File: src/cpu8se_pkg.sv
// ----------------------------------------------------------------------------
// cpu8se_pkg
// Shared types and constants for the 8-bit instruction subset execute core:
// opcode values, the decoded instruction classes and the queue entry format.
// ----------------------------------------------------------------------------
package cpu8se_pkg;

  // Flag bit positions inside the 4-bit flag word
  localparam int unsigned FlagZ = 3;
  localparam int unsigned FlagN = 2;
  localparam int unsigned FlagH = 1;
  localparam int unsigned FlagC = 0;

  // Base of the high page used by LDH and LD (C),A
  localparam logic [15:0] HighPage = 16'hff00;

  // Queue between front and back
  localparam int unsigned QueueDepth = 2;
  localparam int unsigned QueueIdxW  = $clog2(QueueDepth);
  localparam int unsigned QueueCntW  = $clog2(QueueDepth + 1);

  // Primary opcodes handled by the decoder
  localparam logic [7:0] OpLdBImm   = 8'h06;
  localparam logic [7:0] OpLdCImm   = 8'h0E;
  localparam logic [7:0] OpLdDImm   = 8'h16;
  localparam logic [7:0] OpLdEImm   = 8'h1E;
  localparam logic [7:0] OpLdHImm   = 8'h26;
  localparam logic [7:0] OpLdLImm   = 8'h2E;
  localparam logic [7:0] OpLdAImm   = 8'h3E;
  localparam logic [7:0] OpJrNz     = 8'h20;
  localparam logic [7:0] OpJrZ      = 8'h28;
  localparam logic [7:0] OpJrNc     = 8'h30;
  localparam logic [7:0] OpJrC      = 8'h38;
  localparam logic [7:0] OpLdBcImm  = 8'h01;
  localparam logic [7:0] OpLdDeImm  = 8'h11;
  localparam logic [7:0] OpLdHlImm  = 8'h21;
  localparam logic [7:0] OpLdSpImm  = 8'h31;
  localparam logic [7:0] OpLddHlA   = 8'h32;
  localparam logic [7:0] OpLdHlA    = 8'h77;
  localparam logic [7:0] OpLdADe    = 8'h1A;
  localparam logic [7:0] OpLdCA     = 8'h4F;
  localparam logic [7:0] OpDecB     = 8'h05;
  localparam logic [7:0] OpIncC     = 8'h0C;
  localparam logic [7:0] OpDecBc    = 8'h0B;
  localparam logic [7:0] OpDecDe    = 8'h1B;
  localparam logic [7:0] OpDecHl    = 8'h2B;
  localparam logic [7:0] OpDecSp    = 8'h3B;
  localparam logic [7:0] OpPushBc   = 8'hC5;
  localparam logic [7:0] OpCall     = 8'hCD;
  localparam logic [7:0] OpXorB     = 8'hA8;
  localparam logic [7:0] OpXorC     = 8'hA9;
  localparam logic [7:0] OpXorD     = 8'hAA;
  localparam logic [7:0] OpXorE     = 8'hAB;
  localparam logic [7:0] OpXorH     = 8'hAC;
  localparam logic [7:0] OpXorL     = 8'hAD;
  localparam logic [7:0] OpXorA     = 8'hAF;
  localparam logic [7:0] OpPrefixCb = 8'hCB;
  localparam logic [7:0] OpLdhImmA  = 8'hE0;
  localparam logic [7:0] OpLdhCA    = 8'hE2;

  // 8-bit operand codes
  localparam logic [2:0] RegB  = 3'd0;
  localparam logic [2:0] RegC  = 3'd1;
  localparam logic [2:0] RegD  = 3'd2;
  localparam logic [2:0] RegE  = 3'd3;
  localparam logic [2:0] RegH  = 3'd4;
  localparam logic [2:0] RegL  = 3'd5;
  localparam logic [2:0] RegHl = 3'd6;
  localparam logic [2:0] RegA  = 3'd7;

  // 16-bit pair codes
  localparam logic [1:0] PairBc = 2'd0;
  localparam logic [1:0] PairDe = 2'd1;
  localparam logic [1:0] PairHl = 2'd2;

  // Instruction classes produced by the front
  typedef enum logic [4:0] {
    K_LD_R_IMM,
    K_LD_A_IMM,
    K_JR,
    K_LD_RR_IMM,
    K_LD_SP_IMM,
    K_LDD_HL_A,
    K_LD_HL_A,
    K_LD_A_DE,
    K_LD_C_A,
    K_DEC_B,
    K_INC_C,
    K_DEC_RR,
    K_DEC_SP,
    K_PUSH_BC,
    K_CALL,
    K_XOR,
    K_BIT,
    K_LDH_IMM,
    K_LDH_C,
    K_BAD
  } kind_t;

  // One classified instruction, as it travels through the queue
  typedef struct packed {
    kind_t       kind;
    logic [2:0]  reg_sel;
    logic [1:0]  pair_sel;
    logic [2:0]  bit_sel;
    logic        cond_carry;
    logic        cond_want;
    logic [1:0]  len;
    logic [15:0] imm;
    logic [7:0]  read_data;
  } item_t;

endpackage

File: src/cpu8se_front.sv
// ----------------------------------------------------------------------------
// cpu8se_front
// Input side: takes instruction beats, classifies the opcode and pushes the
// decoded entry into the queue. Stalls the input while the queue is full.
// ----------------------------------------------------------------------------
module cpu8se_front (
  input  logic                in_valid,
  output logic                in_stall,
  input  logic [7:0]          opcode,
  input  logic [7:0]          cb_opcode,
  input  logic [15:0]         imm,
  input  logic [7:0]          read_data,
  input  logic                q_full,
  output logic                q_push,
  output cpu8se_pkg::item_t   q_item
);

  // Hold the input while the queue has no room
  assign in_stall = q_full;
  assign q_push   = in_valid && !q_full;

  // Classify the opcode
  always_comb begin
    q_item            = '0;
    q_item.kind       = cpu8se_pkg::K_BAD;
    q_item.imm        = imm;
    q_item.read_data  = read_data;
    q_item.len        = 2'd1;
    q_item.reg_sel    = opcode[5:3];
    q_item.pair_sel   = opcode[5:4];
    q_item.bit_sel    = cb_opcode[5:3];
    q_item.cond_carry = opcode[4];
    q_item.cond_want  = opcode[3];
    unique case (opcode) inside
      cpu8se_pkg::OpLdBImm, cpu8se_pkg::OpLdCImm, cpu8se_pkg::OpLdDImm,
      cpu8se_pkg::OpLdEImm, cpu8se_pkg::OpLdHImm, cpu8se_pkg::OpLdLImm: begin
        q_item.kind = cpu8se_pkg::K_LD_R_IMM;
        q_item.len  = 2'd2;
      end
      cpu8se_pkg::OpLdAImm: begin
        q_item.kind = cpu8se_pkg::K_LD_A_IMM;
        q_item.len  = 2'd2;
      end
      cpu8se_pkg::OpJrNz, cpu8se_pkg::OpJrZ, cpu8se_pkg::OpJrNc,
      cpu8se_pkg::OpJrC: begin
        q_item.kind = cpu8se_pkg::K_JR;
        q_item.len  = 2'd2;
      end
      cpu8se_pkg::OpLdBcImm, cpu8se_pkg::OpLdDeImm, cpu8se_pkg::OpLdHlImm: begin
        q_item.kind = cpu8se_pkg::K_LD_RR_IMM;
        q_item.len  = 2'd3;
      end
      cpu8se_pkg::OpLdSpImm: begin
        q_item.kind = cpu8se_pkg::K_LD_SP_IMM;
        q_item.len  = 2'd3;
      end
      cpu8se_pkg::OpLddHlA:  q_item.kind = cpu8se_pkg::K_LDD_HL_A;
      cpu8se_pkg::OpLdHlA:   q_item.kind = cpu8se_pkg::K_LD_HL_A;
      cpu8se_pkg::OpLdADe:   q_item.kind = cpu8se_pkg::K_LD_A_DE;
      cpu8se_pkg::OpLdCA:    q_item.kind = cpu8se_pkg::K_LD_C_A;
      cpu8se_pkg::OpDecB:    q_item.kind = cpu8se_pkg::K_DEC_B;
      cpu8se_pkg::OpIncC:    q_item.kind = cpu8se_pkg::K_INC_C;
      cpu8se_pkg::OpDecBc, cpu8se_pkg::OpDecDe, cpu8se_pkg::OpDecHl:
        q_item.kind = cpu8se_pkg::K_DEC_RR;
      cpu8se_pkg::OpDecSp:   q_item.kind = cpu8se_pkg::K_DEC_SP;
      cpu8se_pkg::OpPushBc:  q_item.kind = cpu8se_pkg::K_PUSH_BC;
      cpu8se_pkg::OpCall: begin
        q_item.kind = cpu8se_pkg::K_CALL;
        q_item.len  = 2'd3;
      end
      cpu8se_pkg::OpXorB, cpu8se_pkg::OpXorC, cpu8se_pkg::OpXorD,
      cpu8se_pkg::OpXorE, cpu8se_pkg::OpXorH, cpu8se_pkg::OpXorL,
      cpu8se_pkg::OpXorA: begin
        q_item.kind    = cpu8se_pkg::K_XOR;
        q_item.reg_sel = opcode[2:0];
      end
      cpu8se_pkg::OpPrefixCb: begin
        // Only BIT b,r is supported; (HL) operand is not
        q_item.len     = 2'd2;
        q_item.reg_sel = cb_opcode[2:0];
        if (cb_opcode[7:6] == 2'b01 && cb_opcode[2:0] != cpu8se_pkg::RegHl) begin
          q_item.kind = cpu8se_pkg::K_BIT;
        end
      end
      cpu8se_pkg::OpLdhImmA: begin
        q_item.kind = cpu8se_pkg::K_LDH_IMM;
        q_item.len  = 2'd2;
      end
      cpu8se_pkg::OpLdhCA:   q_item.kind = cpu8se_pkg::K_LDH_C;
      default:               q_item.kind = cpu8se_pkg::K_BAD;
    endcase
  end

endmodule

File: src/cpu8se_queue.sv
// ----------------------------------------------------------------------------
// cpu8se_queue
// Small register queue between the decode front and the execute back, so
// either side can stall without holding up the other.
// ----------------------------------------------------------------------------
module cpu8se_queue (
  input  logic                clk,
  input  logic                rst,
  input  logic                push,
  input  cpu8se_pkg::item_t   push_item,
  output logic                full,
  input  logic                pop,
  output logic                head_valid,
  output cpu8se_pkg::item_t   head_item
);

  cpu8se_pkg::item_t                        entries [cpu8se_pkg::QueueDepth];
  logic [cpu8se_pkg::QueueIdxW-1:0]         wr_ptr;
  logic [cpu8se_pkg::QueueIdxW-1:0]         rd_ptr;
  logic [cpu8se_pkg::QueueCntW-1:0]         count;

  localparam logic [cpu8se_pkg::QueueCntW-1:0] CountFull =
    cpu8se_pkg::QueueCntW'(cpu8se_pkg::QueueDepth);
  localparam logic [cpu8se_pkg::QueueIdxW-1:0] LastIdx =
    cpu8se_pkg::QueueIdxW'(cpu8se_pkg::QueueDepth - 1);

  assign full       = (count == CountFull);
  assign head_valid = (count != '0);
  assign head_item  = entries[rd_ptr];

  // Store the pushed entry
  always_ff @(posedge clk) begin
    if (push) begin
      entries[wr_ptr] <= push_item;
    end
  end

  // Advance pointers and occupancy
  always_ff @(posedge clk) begin
    if (rst) begin
      wr_ptr <= '0;
      rd_ptr <= '0;
      count  <= '0;
    end else begin
      if (push) begin
        wr_ptr <= (wr_ptr == LastIdx) ? '0 : wr_ptr + 1'b1;
      end
      if (pop) begin
        rd_ptr <= (rd_ptr == LastIdx) ? '0 : rd_ptr + 1'b1;
      end
      if (push && !pop) begin
        count <= count + 1'b1;
      end else if (pop && !push) begin
        count <= count - 1'b1;
      end
    end
  end

endmodule

File: src/cpu8se_back.sv
// ----------------------------------------------------------------------------
// cpu8se_back
// Execute side: owns the architectural registers, runs the queue head
// instruction and drives the registered result beats. PUSH and CALL give a
// second beat carrying the low-byte write.
// ----------------------------------------------------------------------------
module cpu8se_back (
  input  logic                clk,
  input  logic                rst,
  input  logic                q_valid,
  input  cpu8se_pkg::item_t   q_item,
  output logic                q_pop,
  output logic                out_valid,
  input  logic                out_stall,
  output logic                write_en,
  output logic [15:0]         write_addr,
  output logic [7:0]          write_data,
  output logic                last,
  output logic [15:0]         pc_next,
  output logic [7:0]          acc,
  output logic [3:0]          flag_bits,
  output logic                bad_opcode
);

  // Architectural state
  logic [7:0]  a_reg, b_reg, c_reg, d_reg, e_reg, h_reg, l_reg;
  logic [3:0]  flags;
  logic [15:0] sp;
  logic [15:0] pc;

  // Pending second write
  logic        second_pending;
  logic [15:0] second_addr;
  logic [7:0]  second_data;

  // Next-state values of one executed instruction
  logic [7:0]  a_next, b_next, c_next, d_next, e_next, h_next, l_next;
  logic [3:0]  flags_next;
  logic [15:0] sp_next;
  logic [15:0] pc_next_val;
  logic [1:0]  nwrites;
  logic [15:0] wa0, wa1;
  logic [7:0]  wd0, wd1;
  logic        bad;

  // Operand helpers
  logic [7:0]  r8_val;
  logic [15:0] pair_val;
  logic [15:0] pair_dec;
  logic [15:0] pc_seq;
  logic [15:0] jr_target;
  logic [15:0] ret_addr;
  logic [15:0] hl_val;
  logic [7:0]  alu_val;
  logic        cond_have;

  logic fire;
  logic exec;

  assign fire  = !out_valid || !out_stall;
  assign exec  = fire && !second_pending && q_valid;
  assign q_pop = exec;

  // Select the 8-bit operand
  always_comb begin
    case (q_item.reg_sel)
      cpu8se_pkg::RegB: r8_val = b_reg;
      cpu8se_pkg::RegC: r8_val = c_reg;
      cpu8se_pkg::RegD: r8_val = d_reg;
      cpu8se_pkg::RegE: r8_val = e_reg;
      cpu8se_pkg::RegH: r8_val = h_reg;
      cpu8se_pkg::RegL: r8_val = l_reg;
      cpu8se_pkg::RegA: r8_val = a_reg;
      default:          r8_val = 8'h00;
    endcase
  end

  // Select the 16-bit pair
  always_comb begin
    case (q_item.pair_sel)
      cpu8se_pkg::PairDe: pair_val = {d_reg, e_reg};
      cpu8se_pkg::PairHl: pair_val = {h_reg, l_reg};
      default:            pair_val = {b_reg, c_reg};
    endcase
  end

  assign hl_val    = {h_reg, l_reg};
  assign pair_dec  = pair_val - 16'd1;
  assign pc_seq    = pc + {14'd0, q_item.len};
  assign jr_target = pc + 16'd2 + {{8{q_item.imm[7]}}, q_item.imm[7:0]};
  assign ret_addr  = pc + 16'd3;
  assign cond_have = q_item.cond_carry ? flags[cpu8se_pkg::FlagC]
                                       : flags[cpu8se_pkg::FlagZ];

  // Execute the head instruction
  always_comb begin
    a_next      = a_reg;
    b_next      = b_reg;
    c_next      = c_reg;
    d_next      = d_reg;
    e_next      = e_reg;
    h_next      = h_reg;
    l_next      = l_reg;
    flags_next  = flags;
    sp_next     = sp;
    pc_next_val = pc_seq;
    nwrites     = 2'd0;
    wa0         = 16'h0000;
    wd0         = 8'h00;
    wa1         = 16'h0000;
    wd1         = 8'h00;
    bad         = 1'b0;
    alu_val     = 8'h00;
    unique case (q_item.kind)
      cpu8se_pkg::K_LD_R_IMM: begin
        case (q_item.reg_sel)
          cpu8se_pkg::RegB: b_next = q_item.imm[7:0];
          cpu8se_pkg::RegC: c_next = q_item.imm[7:0];
          cpu8se_pkg::RegD: d_next = q_item.imm[7:0];
          cpu8se_pkg::RegE: e_next = q_item.imm[7:0];
          cpu8se_pkg::RegH: h_next = q_item.imm[7:0];
          default:          l_next = q_item.imm[7:0];
        endcase
      end
      cpu8se_pkg::K_LD_A_IMM: a_next = q_item.imm[7:0];
      cpu8se_pkg::K_JR: begin
        if (cond_have == q_item.cond_want) begin
          pc_next_val = jr_target;
        end
      end
      cpu8se_pkg::K_LD_RR_IMM: begin
        case (q_item.pair_sel)
          cpu8se_pkg::PairDe: {d_next, e_next} = q_item.imm;
          cpu8se_pkg::PairHl: {h_next, l_next} = q_item.imm;
          default:            {b_next, c_next} = q_item.imm;
        endcase
      end
      cpu8se_pkg::K_LD_SP_IMM: sp_next = q_item.imm;
      cpu8se_pkg::K_LDD_HL_A: begin
        nwrites          = 2'd1;
        wa0              = hl_val;
        wd0              = a_reg;
        {h_next, l_next} = hl_val - 16'd1;
      end
      cpu8se_pkg::K_LD_HL_A: begin
        nwrites = 2'd1;
        wa0     = hl_val;
        wd0     = a_reg;
      end
      cpu8se_pkg::K_LD_A_DE: a_next = q_item.read_data;
      cpu8se_pkg::K_LD_C_A:  c_next = a_reg;
      cpu8se_pkg::K_DEC_B: begin
        alu_val    = b_reg - 8'd1;
        b_next     = alu_val;
        flags_next = {alu_val == 8'h00, 1'b1, b_reg[3:0] == 4'h0,
                      flags[cpu8se_pkg::FlagC]};
      end
      cpu8se_pkg::K_INC_C: begin
        alu_val    = c_reg + 8'd1;
        c_next     = alu_val;
        flags_next = {alu_val == 8'h00, 1'b0, c_reg[3:0] == 4'hf,
                      flags[cpu8se_pkg::FlagC]};
      end
      cpu8se_pkg::K_DEC_RR: begin
        case (q_item.pair_sel)
          cpu8se_pkg::PairDe: {d_next, e_next} = pair_dec;
          cpu8se_pkg::PairHl: {h_next, l_next} = pair_dec;
          default:            {b_next, c_next} = pair_dec;
        endcase
      end
      cpu8se_pkg::K_DEC_SP: sp_next = sp - 16'd1;
      cpu8se_pkg::K_PUSH_BC: begin
        nwrites = 2'd2;
        wa0     = sp - 16'd1;
        wd0     = b_reg;
        wa1     = sp - 16'd2;
        wd1     = c_reg;
        sp_next = sp - 16'd2;
      end
      cpu8se_pkg::K_CALL: begin
        nwrites     = 2'd2;
        wa0         = sp - 16'd1;
        wd0         = ret_addr[15:8];
        wa1         = sp - 16'd2;
        wd1         = ret_addr[7:0];
        sp_next     = sp - 16'd2;
        pc_next_val = q_item.imm;
      end
      cpu8se_pkg::K_XOR: begin
        alu_val    = a_reg ^ r8_val;
        a_next     = alu_val;
        flags_next = {alu_val == 8'h00, 3'b000};
      end
      cpu8se_pkg::K_BIT: begin
        flags_next = {~r8_val[q_item.bit_sel], 1'b0, 1'b1,
                      flags[cpu8se_pkg::FlagC]};
      end
      cpu8se_pkg::K_LDH_IMM: begin
        nwrites = 2'd1;
        wa0     = cpu8se_pkg::HighPage | {8'h00, q_item.imm[7:0]};
        wd0     = a_reg;
      end
      cpu8se_pkg::K_LDH_C: begin
        nwrites = 2'd1;
        wa0     = cpu8se_pkg::HighPage | {8'h00, c_reg};
        wd0     = a_reg;
      end
      default: bad = 1'b1;
    endcase
  end

  // Commit state on execute
  always_ff @(posedge clk) begin
    if (rst) begin
      a_reg <= '0;
      b_reg <= '0;
      c_reg <= '0;
      d_reg <= '0;
      e_reg <= '0;
      h_reg <= '0;
      l_reg <= '0;
      flags <= '0;
      sp    <= '0;
      pc    <= '0;
    end else if (exec) begin
      a_reg <= a_next;
      b_reg <= b_next;
      c_reg <= c_next;
      d_reg <= d_next;
      e_reg <= e_next;
      h_reg <= h_next;
      l_reg <= l_next;
      flags <= flags_next;
      sp    <= sp_next;
      pc    <= pc_next_val;
    end
  end

  // Output control: first beat on execute, second beat from the pending slot
  always_ff @(posedge clk) begin
    if (rst) begin
      out_valid      <= 1'b0;
      second_pending <= 1'b0;
    end else if (fire) begin
      if (second_pending) begin
        out_valid      <= 1'b1;
        second_pending <= 1'b0;
      end else begin
        out_valid      <= q_valid;
        second_pending <= q_valid && (nwrites == 2'd2);
      end
    end
  end

  // Result payload
  always_ff @(posedge clk) begin
    if (fire) begin
      if (second_pending) begin
        write_en   <= 1'b1;
        write_addr <= second_addr;
        write_data <= second_data;
        last       <= 1'b1;
      end else if (q_valid) begin
        write_en    <= (nwrites != 2'd0);
        write_addr  <= wa0;
        write_data  <= wd0;
        last        <= (nwrites != 2'd2);
        pc_next     <= pc_next_val;
        acc         <= a_next;
        flag_bits   <= flags_next;
        bad_opcode  <= bad;
        second_addr <= wa1;
        second_data <= wd1;
      end
    end
  end

endmodule

File: src/cpu8_subset_execute_core.sv
// ----------------------------------------------------------------------------
// cpu8_subset_execute_core
// Executes one instruction of an 8-bit instruction subset per input beat and
// emits its memory writes and final register view as result beats.
// ----------------------------------------------------------------------------
// Path: an accepted input passes the queue, then the registered execute output,
//   before it appears as the first result beat.
// Throughput: 1 instruction per cycle while out_stall is low; PUSH BC and CALL
//   stall the next one as the single output register sends both write beats.
// Reset: synchronous; clears A, B-L, flags, SP, PC, the queue and output valid.
// ----------------------------------------------------------------------------
module cpu8_subset_execute_core (
  input  logic        clk,
  input  logic        rst,
  input  logic        in_valid,
  output logic        in_stall,
  input  logic [7:0]  opcode,
  input  logic [7:0]  cb_opcode,
  input  logic [15:0] imm,
  input  logic [7:0]  read_data,
  output logic        out_valid,
  input  logic        out_stall,
  output logic        write_en,
  output logic [15:0] write_addr,
  output logic [7:0]  write_data,
  output logic        last,
  output logic [15:0] pc_next,
  output logic [7:0]  acc,
  output logic [3:0]  flag_bits,
  output logic        bad_opcode
);

  logic              q_full;
  logic              q_push;
  logic              q_pop;
  logic              q_valid;
  cpu8se_pkg::item_t push_item;
  cpu8se_pkg::item_t head_item;

  // Decode front
  cpu8se_front u_front (
    .in_valid  (in_valid),
    .in_stall  (in_stall),
    .opcode    (opcode),
    .cb_opcode (cb_opcode),
    .imm       (imm),
    .read_data (read_data),
    .q_full    (q_full),
    .q_push    (q_push),
    .q_item    (push_item)
  );

  // Decoupling queue
  cpu8se_queue u_queue (
    .clk        (clk),
    .rst        (rst),
    .push       (q_push),
    .push_item  (push_item),
    .full       (q_full),
    .pop        (q_pop),
    .head_valid (q_valid),
    .head_item  (head_item)
  );

  // Execute back
  cpu8se_back u_back (
    .clk        (clk),
    .rst        (rst),
    .q_valid    (q_valid),
    .q_item     (head_item),
    .q_pop      (q_pop),
    .out_valid  (out_valid),
    .out_stall  (out_stall),
    .write_en   (write_en),
    .write_addr (write_addr),
    .write_data (write_data),
    .last       (last),
    .pc_next    (pc_next),
    .acc        (acc),
    .flag_bits  (flag_bits),
    .bad_opcode (bad_opcode)
  );

endmodule
File: config.mk
export PLATFORM = sky130hd
export DESIGN_NAME = cpu8_subset_execute_core
export DESIGN_NICKNAME = d
export VERILOG_FILES = /design/src/cpu8se_pkg.sv /design/src/cpu8se_front.sv /design/src/cpu8se_queue.sv /design/src/cpu8se_back.sv /design/src/cpu8_subset_execute_core.sv
export SDC_FILE = /design/constraint.sdc
export NUM_CORES = 1
export LEC_CHECK = 0
export BUFFER_PORTS_ARGS = -buffer_cell sky130_fd_sc_hd__buf_4
export CAP_MARGIN = 20
export CELL_PAD_IN_SITES_DETAIL_PLACEMENT = 1
export CELL_PAD_IN_SITES_GLOBAL_PLACEMENT = 2
export CORE_MARGIN = 3
export CORE_UTILIZATION = 40
export CTS_BUF_LIST = sky130_fd_sc_hd__clkbuf_8
export CTS_CLUSTER_DIAMETER = 30
export CTS_CLUSTER_SIZE = 25
export DETAILED_ROUTE_END_ITERATION = 7
export PLACE_DENSITY = 0.83
export SETUP_SLACK_MARGIN = 0.05
export SYNTH_ARGS = -nofsm -noshare
export SYNTH_HDL_FRONTEND = slang
export SYNTH_SLANG_ARGS = --single-unit
File: constraint.sdc
create_clock -name clk -period 4.9 [get_ports clk]
set_input_delay 0.49 -clock clk [delete_from_list [all_inputs] [get_ports clk]]
set_output_delay 0.49 -clock clk [all_outputs]
set_load 0.01 [all_outputs]
* Yosys cells after proc, flatten, opt, wreduce, memory -nomap -nowiden
Memories as Yosys holds them, arrays and structs flattened. A register that Yosys moved wholly into a read port is not among the register bits.
Cells that the tools add are included.
** Word-level totals
- Flip-flop bits (word level) :: 177
- Bits in writable memories :: 82
- Input bits :: 44
- Output and inout port bits :: 57
- Word-level logic and storage cells :: 236
- Memories :: 1
** Cells by class
- Add/sub/neg operators :: 14
- Magnitude comparators :: 1
- Eq/ne operators :: 82
- Muxes and demuxes :: 59
- Bitwise gates (word level) :: 3
- Reductions and logical operators :: 51
** Memory list
- u_queue.entries :: depth 2, bits a word 41, read ports 1, clocked after Yosys merged registers in 1, wr ports 1, RTL line cpu8se_queue.sv:17 : cpu8se_pkg::item_t entries [cpu8se_pkg::QueueDepth];
** Operators with widths (count)
- 8-bit 2-to-1 mux :: 20
- 8-bit by 6-bit equality test with 1-bit output (second input constant) :: 12
- 8-bit equality test (second input constant) :: 12
- 8-bit one-hot mux with 3 select lines :: 4
- 8-bit one-hot mux with 4 select lines :: 3
- 5-bit one-hot mux with 19 select lines :: 1
- 16-bit one-hot mux with 2 select lines :: 2
- 16-bit one-hot mux with 4 select lines :: 1
- 8-bit one-hot mux with 7 select lines :: 1
- 16-bit 2-to-1 mux :: 3
- 16-bit one-hot mux with 3 select lines :: 1
- 16-bit by 1-bit subtractor with 16-bit output (second input constant) :: 3
- 5-bit by 4-bit equality test with 1-bit output (second input constant) :: 8
- 8-bit by 5-bit equality test with 1-bit output (second input constant) :: 5
- 8-bit one-hot mux with 5 select lines :: 1
- 16-bit by 2-bit adder with 16-bit output (second input constant) :: 2
- 5-bit AND reduction :: 6
- 8-bit by 4-bit equality test with 1-bit output (second input constant) :: 3
- 8-bit zero test :: 3
- 5-bit by 3-bit equality test with 1-bit output (second input constant) :: 4
- 19-bit OR reduction :: 1
- 16-bit adder :: 1
- 16-bit by 2-bit adder with 16-bit output :: 1
- 8-bit by 3-bit equality test with 1-bit output (second input constant) :: 2
- 50 further kinds :: 110

* Logic depth before layout (Yosys ltp)
- Depth after elaboration :: 7
- Mapped depth :: 22
- Mapped depth without buffers :: 13

* Hierarchy
Synthesis repeated with hierarchy kept, for this count alone.
** Second synthesis, totals
- Cell total of the unflattened synthesis :: 1737
- Area total of the unflattened synthesis :: 16196.8 µm²
** Modules (own cells, without submodules)
- cpu8se_back :: instances 1, cells an instance 1462, area an instance 12134.1 µm², seq. area each 4254.1 µm²
- cpu8se_queue :: instances 1, cells an instance 150, area an instance 3169.3 µm², seq. area each 2562.5 µm²
- cpu8se_front :: instances 1, cells an instance 125, area an instance 893.4 µm², seq. area each 0.0 µm²

* Worst setup path before layout
OpenSTA, ideal clock, no wires.
- Path type :: register to register
- Start point :: reg with a tool-made name
- End point :: reg u_back.h_reg[6]
- Setup time :: 86 ps
- Arrival :: 4086 ps
- Required time :: 4814 ps
- Slack :: 729 ps
- Stages on the path, launching flop included :: 23
- Buffers on the path :: 9
- Period minus slack after synthesis :: 4171 ps
- Path through :: dfxtp_1 buf_6 buf_12 buf_8 buf_8 buf_4 buf_4 buf_4 mux2i_1 inv_1 ha_1 clkbuf_1 buf_2 a221oi_1 or2_2 ha_1 o221ai_1 nor4_2 nand3_1 xnor2_1 o21ai_1 a211oi_1 a211oi_1
** RTL lines
- to (signal assigned) :: RTL line cpu8se_back.sv:231 : h_reg <= h_next;
- to (decl) :: RTL line cpu8se_back.sv:26 : logic [7:0] a_reg, b_reg, c_reg, d_reg, e_reg, h_reg, l_reg;

==> results.cfg <==
[route]
dr.pass1.iters = 7
drt_iter0_drc = 1429
drc = 0
final_antenna_net_count = 0
wl_um = 63100
routedWlPerCell_um = 26.5
vias = 14500
vias_per_cell = 6.11

[worst_hold_path]
hp-class = input port to flop

[synth]
synthAdderAreaFrac_pct = 3.70
synth_compound_area_share_pct = 20.5
ys_seq_elements = 258
yosysWarnings = 0
synth-xor-area-share_pct = 6.36
ys_seq_area_share_pct = 42.3
async_reset_ff_share_pct = 0
synth_top_family_by_area = compound AO/OA/AOI/OAI gates
synthDistinctLibCells = 95
synth_area_mm2 = 0.0160
yosys-mux-area-fraction_pct = 5.41
synth_cells = 1704
synth-edff-count = 159
synth_ff_type = edfxtp_1
yosys.area_share.simple_pct = 17.2
syn-num-nets = 1794
post_synth.cell_area_avg_um2 = 9.37

[power]
p_leak_nw = 7.24
peakVddDrop_mv = 0.445
pwr_density_cell_mw_per_mm2 = 642
clkPwrFrac_pct = 27.5
switching_power_mw = 5.08
power_frac_seq_pct = 29.8
power_frac_comb_pct = 42.7
sw_frac_of_total_pct = 41.9
internal_power_mw = 7.06

[sta]
min_period_over_period_pct = 84.0
rsz0062_at_grt = false
hold_viol = 0
finalSetupTns_ps = 0
final.min_clock_period_ps = 4110
setup-violations-final = 0
max_slew_margin_pct = 24.2
worstMarginPinSlew_ps = 1130
drv_slew = 0
fmax_ghz = 0.243
skew_ps = 35.8

[floorplanning]
io_pins = 101
die_h_um = 206
fp.dieW_um = 206
num_rows = 72
coreArea_mm2 = 0.0390
start_util_pct = 40.9
die-area_mm2 = 0.0424

[cts]
cts_tree = yes
cts_buffer_depth = 3
clockRootBuffer = clkbuf_8
cts_setup_buffers = 0
htree_levels = 3
insertion_delay_ps = 640
ctsHoldBuffers = 0
clkSlewWorstSetupHoldPaths_ps = 70
clock_sinks = 258
cts_made_buffers = 70
post_cts_resized = 0

[critical_path]
cp_cell_sequence = mux2i_1, inv_1, ha_1, a221oi_1, or2_2, ha_1, o221ai_1, nor4_2, nand3_1, xnor2_1, o21ai_1, a211oi_1, a211oi_1
ff2ff_path_depth = 13
crit_type = flop to flop
critPathBufInv = 1
arrival_ps = 4570
critPathMaxStageDelay_ps = 620
crit_cells = 13
path_delay_family = compound AO/OA/AOI/OAI gates
path_max_fanout = 22
r2r_end = u_back.h_reg[6]$_SDFFE_PP0P_
endpoint = u_back.h_reg[6]$_SDFFE_PP0P_
regToRegSetupSlack_ps = 790
slowest_stage = dfxtp_4
cp.required_ps = 5350
cp-start-kind = flop
end_kind = flop

[cells_and_area]
fillCellCount = 4347
final_net_count = 1890
largest_register_ffs = 80
syn_to_final_growth_pct = 18.4
regArea_mm2 = 0.00676
layout.cells.non_filler = 2377
fin_util_pct = 48.5
multi_input_area_mm2 = 0.00853
drive_gt1_share_pct = 18.7
top_register = u_queue.entries

[global_route]
grt_max_degree = 65
overflow = 0
antenna_found_initial = 0
track_usage_pct = 29.7
grt_first_pass_wirelength_um = 94100
first_global_vias = 14800

[flow_run]
cap_viol_max_count = 0

[placed_design]
place_hpwl_um = 45100
io_buffers = 100
placed_cells = 2243
gp_congestion = 0.981

[run_status]
status = complete, no violations
==> final cells by class <==
type	count	share of cell area, %
tap	518	3.43
clock inverter	53	3.22
sequential	258	35.8
multi-input combinational	1278	45.1
timing repair buffer	140	5.82
antenna	1	0.0132
inverter	52	1.04
clock buffer	77	5.60
==> metal layers <==
metal	up-vias	share of wire, %	wire, um	global-route usage, %
li1	6575	-	-	-
met1	7170	43	26900	39.9
met2	640	43	27300	44.4
met3	150	8.8	5520	7.44
met4	0	5.3	3330	15.2
met5	-	0	0	0
==> how the worst min path moves through the flow <==
stage	slack, ps	endpoint	cells past startpoint	start
2_1_floorplan	440	u_back.flags[2]$_SDFFE_PP0P_	2	u_back.flags[2]$_SDFFE_PP0P_
3_3_place_gp	440	u_back.flags[2]$_SDFFE_PP0P_	2	u_back.flags[2]$_SDFFE_PP0P_
3_5_place_dp	460	u_back.flags[2]$_SDFFE_PP0P_	2	u_back.flags[2]$_SDFFE_PP0P_
4_1_cts	0.2	u_queue.entries[0][21]$_DFFE_PP_	1	imm[13]
5_1_grt	4	u_queue.entries[0][21]$_DFFE_PP_	1	imm[13]
6_report	30	u_queue.entries[0][21]$_DFFE_PP_	1	imm[13]
==> Yosys cell counts (all sizes together), types with 19 or more instances <==
master	number	share of area, %
a211oi	27	1.4
nor2	199	4.7
mux2i	52	3.5
nand2	164	3.9
buf	36	1.4
xor2	47	2.6
nand4	20	0.82
clkbuf	80	1.9
dfxtp	99	12
nor3	44	1.6
mux2	23	1.7
a222oi	19	1.2
nand3	32	1.0
inv	52	1.2
o22ai	27	1.1
a31oi	24	0.98
a21oi	80	2.6
o21ai	109	3.6
xnor2	69	3.8
edfxtp	159	30
ha	44	3.4
==> cell usage in the layout (no fill, tap or decap), types with 9 or more instances in the layout <==
cell type  netlist  routed
mux2i_1         48      45
a22oi_1         17      17
a221oi_1        14      14
or3_1           14      14
nand4_1         19      19
clkbuf_8         0      77
bufinv_16        0      12
nand2_1        164     164
xor2_1          47      47
nand3_1         31      31
a311oi_1        12      12
nor2_1         195     194
a2111oi_0       10      10
a31oi_1         23      23
a21oi_1         76      75
xnor2_1         69      69
mux2_2          21      21
o211ai_1        14      14
nor2b_1         11      11
dfxtp_1         99      98
o21ai_0         97      97
ha_1            44      44
nor4_1          14      14
buf_4            5     136
and3_1          13      12
o211a_1          9       9
a21o_1          16      16
or2_2           10      10
a222oi_1        19      19
o22ai_1         26      26
clkinv_2         0      14
edfxtp_1       159     159
a221o_1         17      17
nor3_1          39      39
a211oi_1        24      24
nand2b_1        16      16
inv_1           52      58
o221ai_1        13      13
==> per-stage QoR <==
step                      setup WS [ps]  power (mW)  area [um2]  hold slack (ps)
after floorplan                     729        6.77       16000              437
after global placement             1020        8.51       17200              442
after detailed placement            898        8.68       17200              464
after CTS                           838        12.1       18800            0.203
after global routing                471        12.8       18900             4.02
final                               785        12.1       18900             34.6
==> worst register-to-register path, cell delays in order, from the launching register on <==
cell      delay, ps
dfxtp_4         620
mux2i_1         540
inv_1           100
ha_1            430
a221oi_1        420
or2_2           210
ha_1            190
o221ai_1        210
nor4_2          400
nand3_1         160
xnor2_1         180
o21ai_1         120
a211oi_1        270
a211oi_1        100
==> cells by family after synthesis <==
family,Yosys count
AOI/OAI and AO/OA,463
xor gates and xnor gates,116
adders and majority gates,46
buffers and inverters,168
DFF,258
muxes,77
and+or+nand+nor,576
==> power by group through the flow <==
stage / combinational [mW] / sequential [mW] / clock (mW)
finish: 5.18 / 3.62 / 3.34
global route: 5.60 / 3.67 / 3.51
CTS: 5.08 / 3.61 / 3.39
detailed placement: 5.04 / 3.64 / 0
global placement: 4.89 / 3.62 / 0
floorplan: 3.35 / 3.42 / 0
Power figures use the tool's default switching activity.
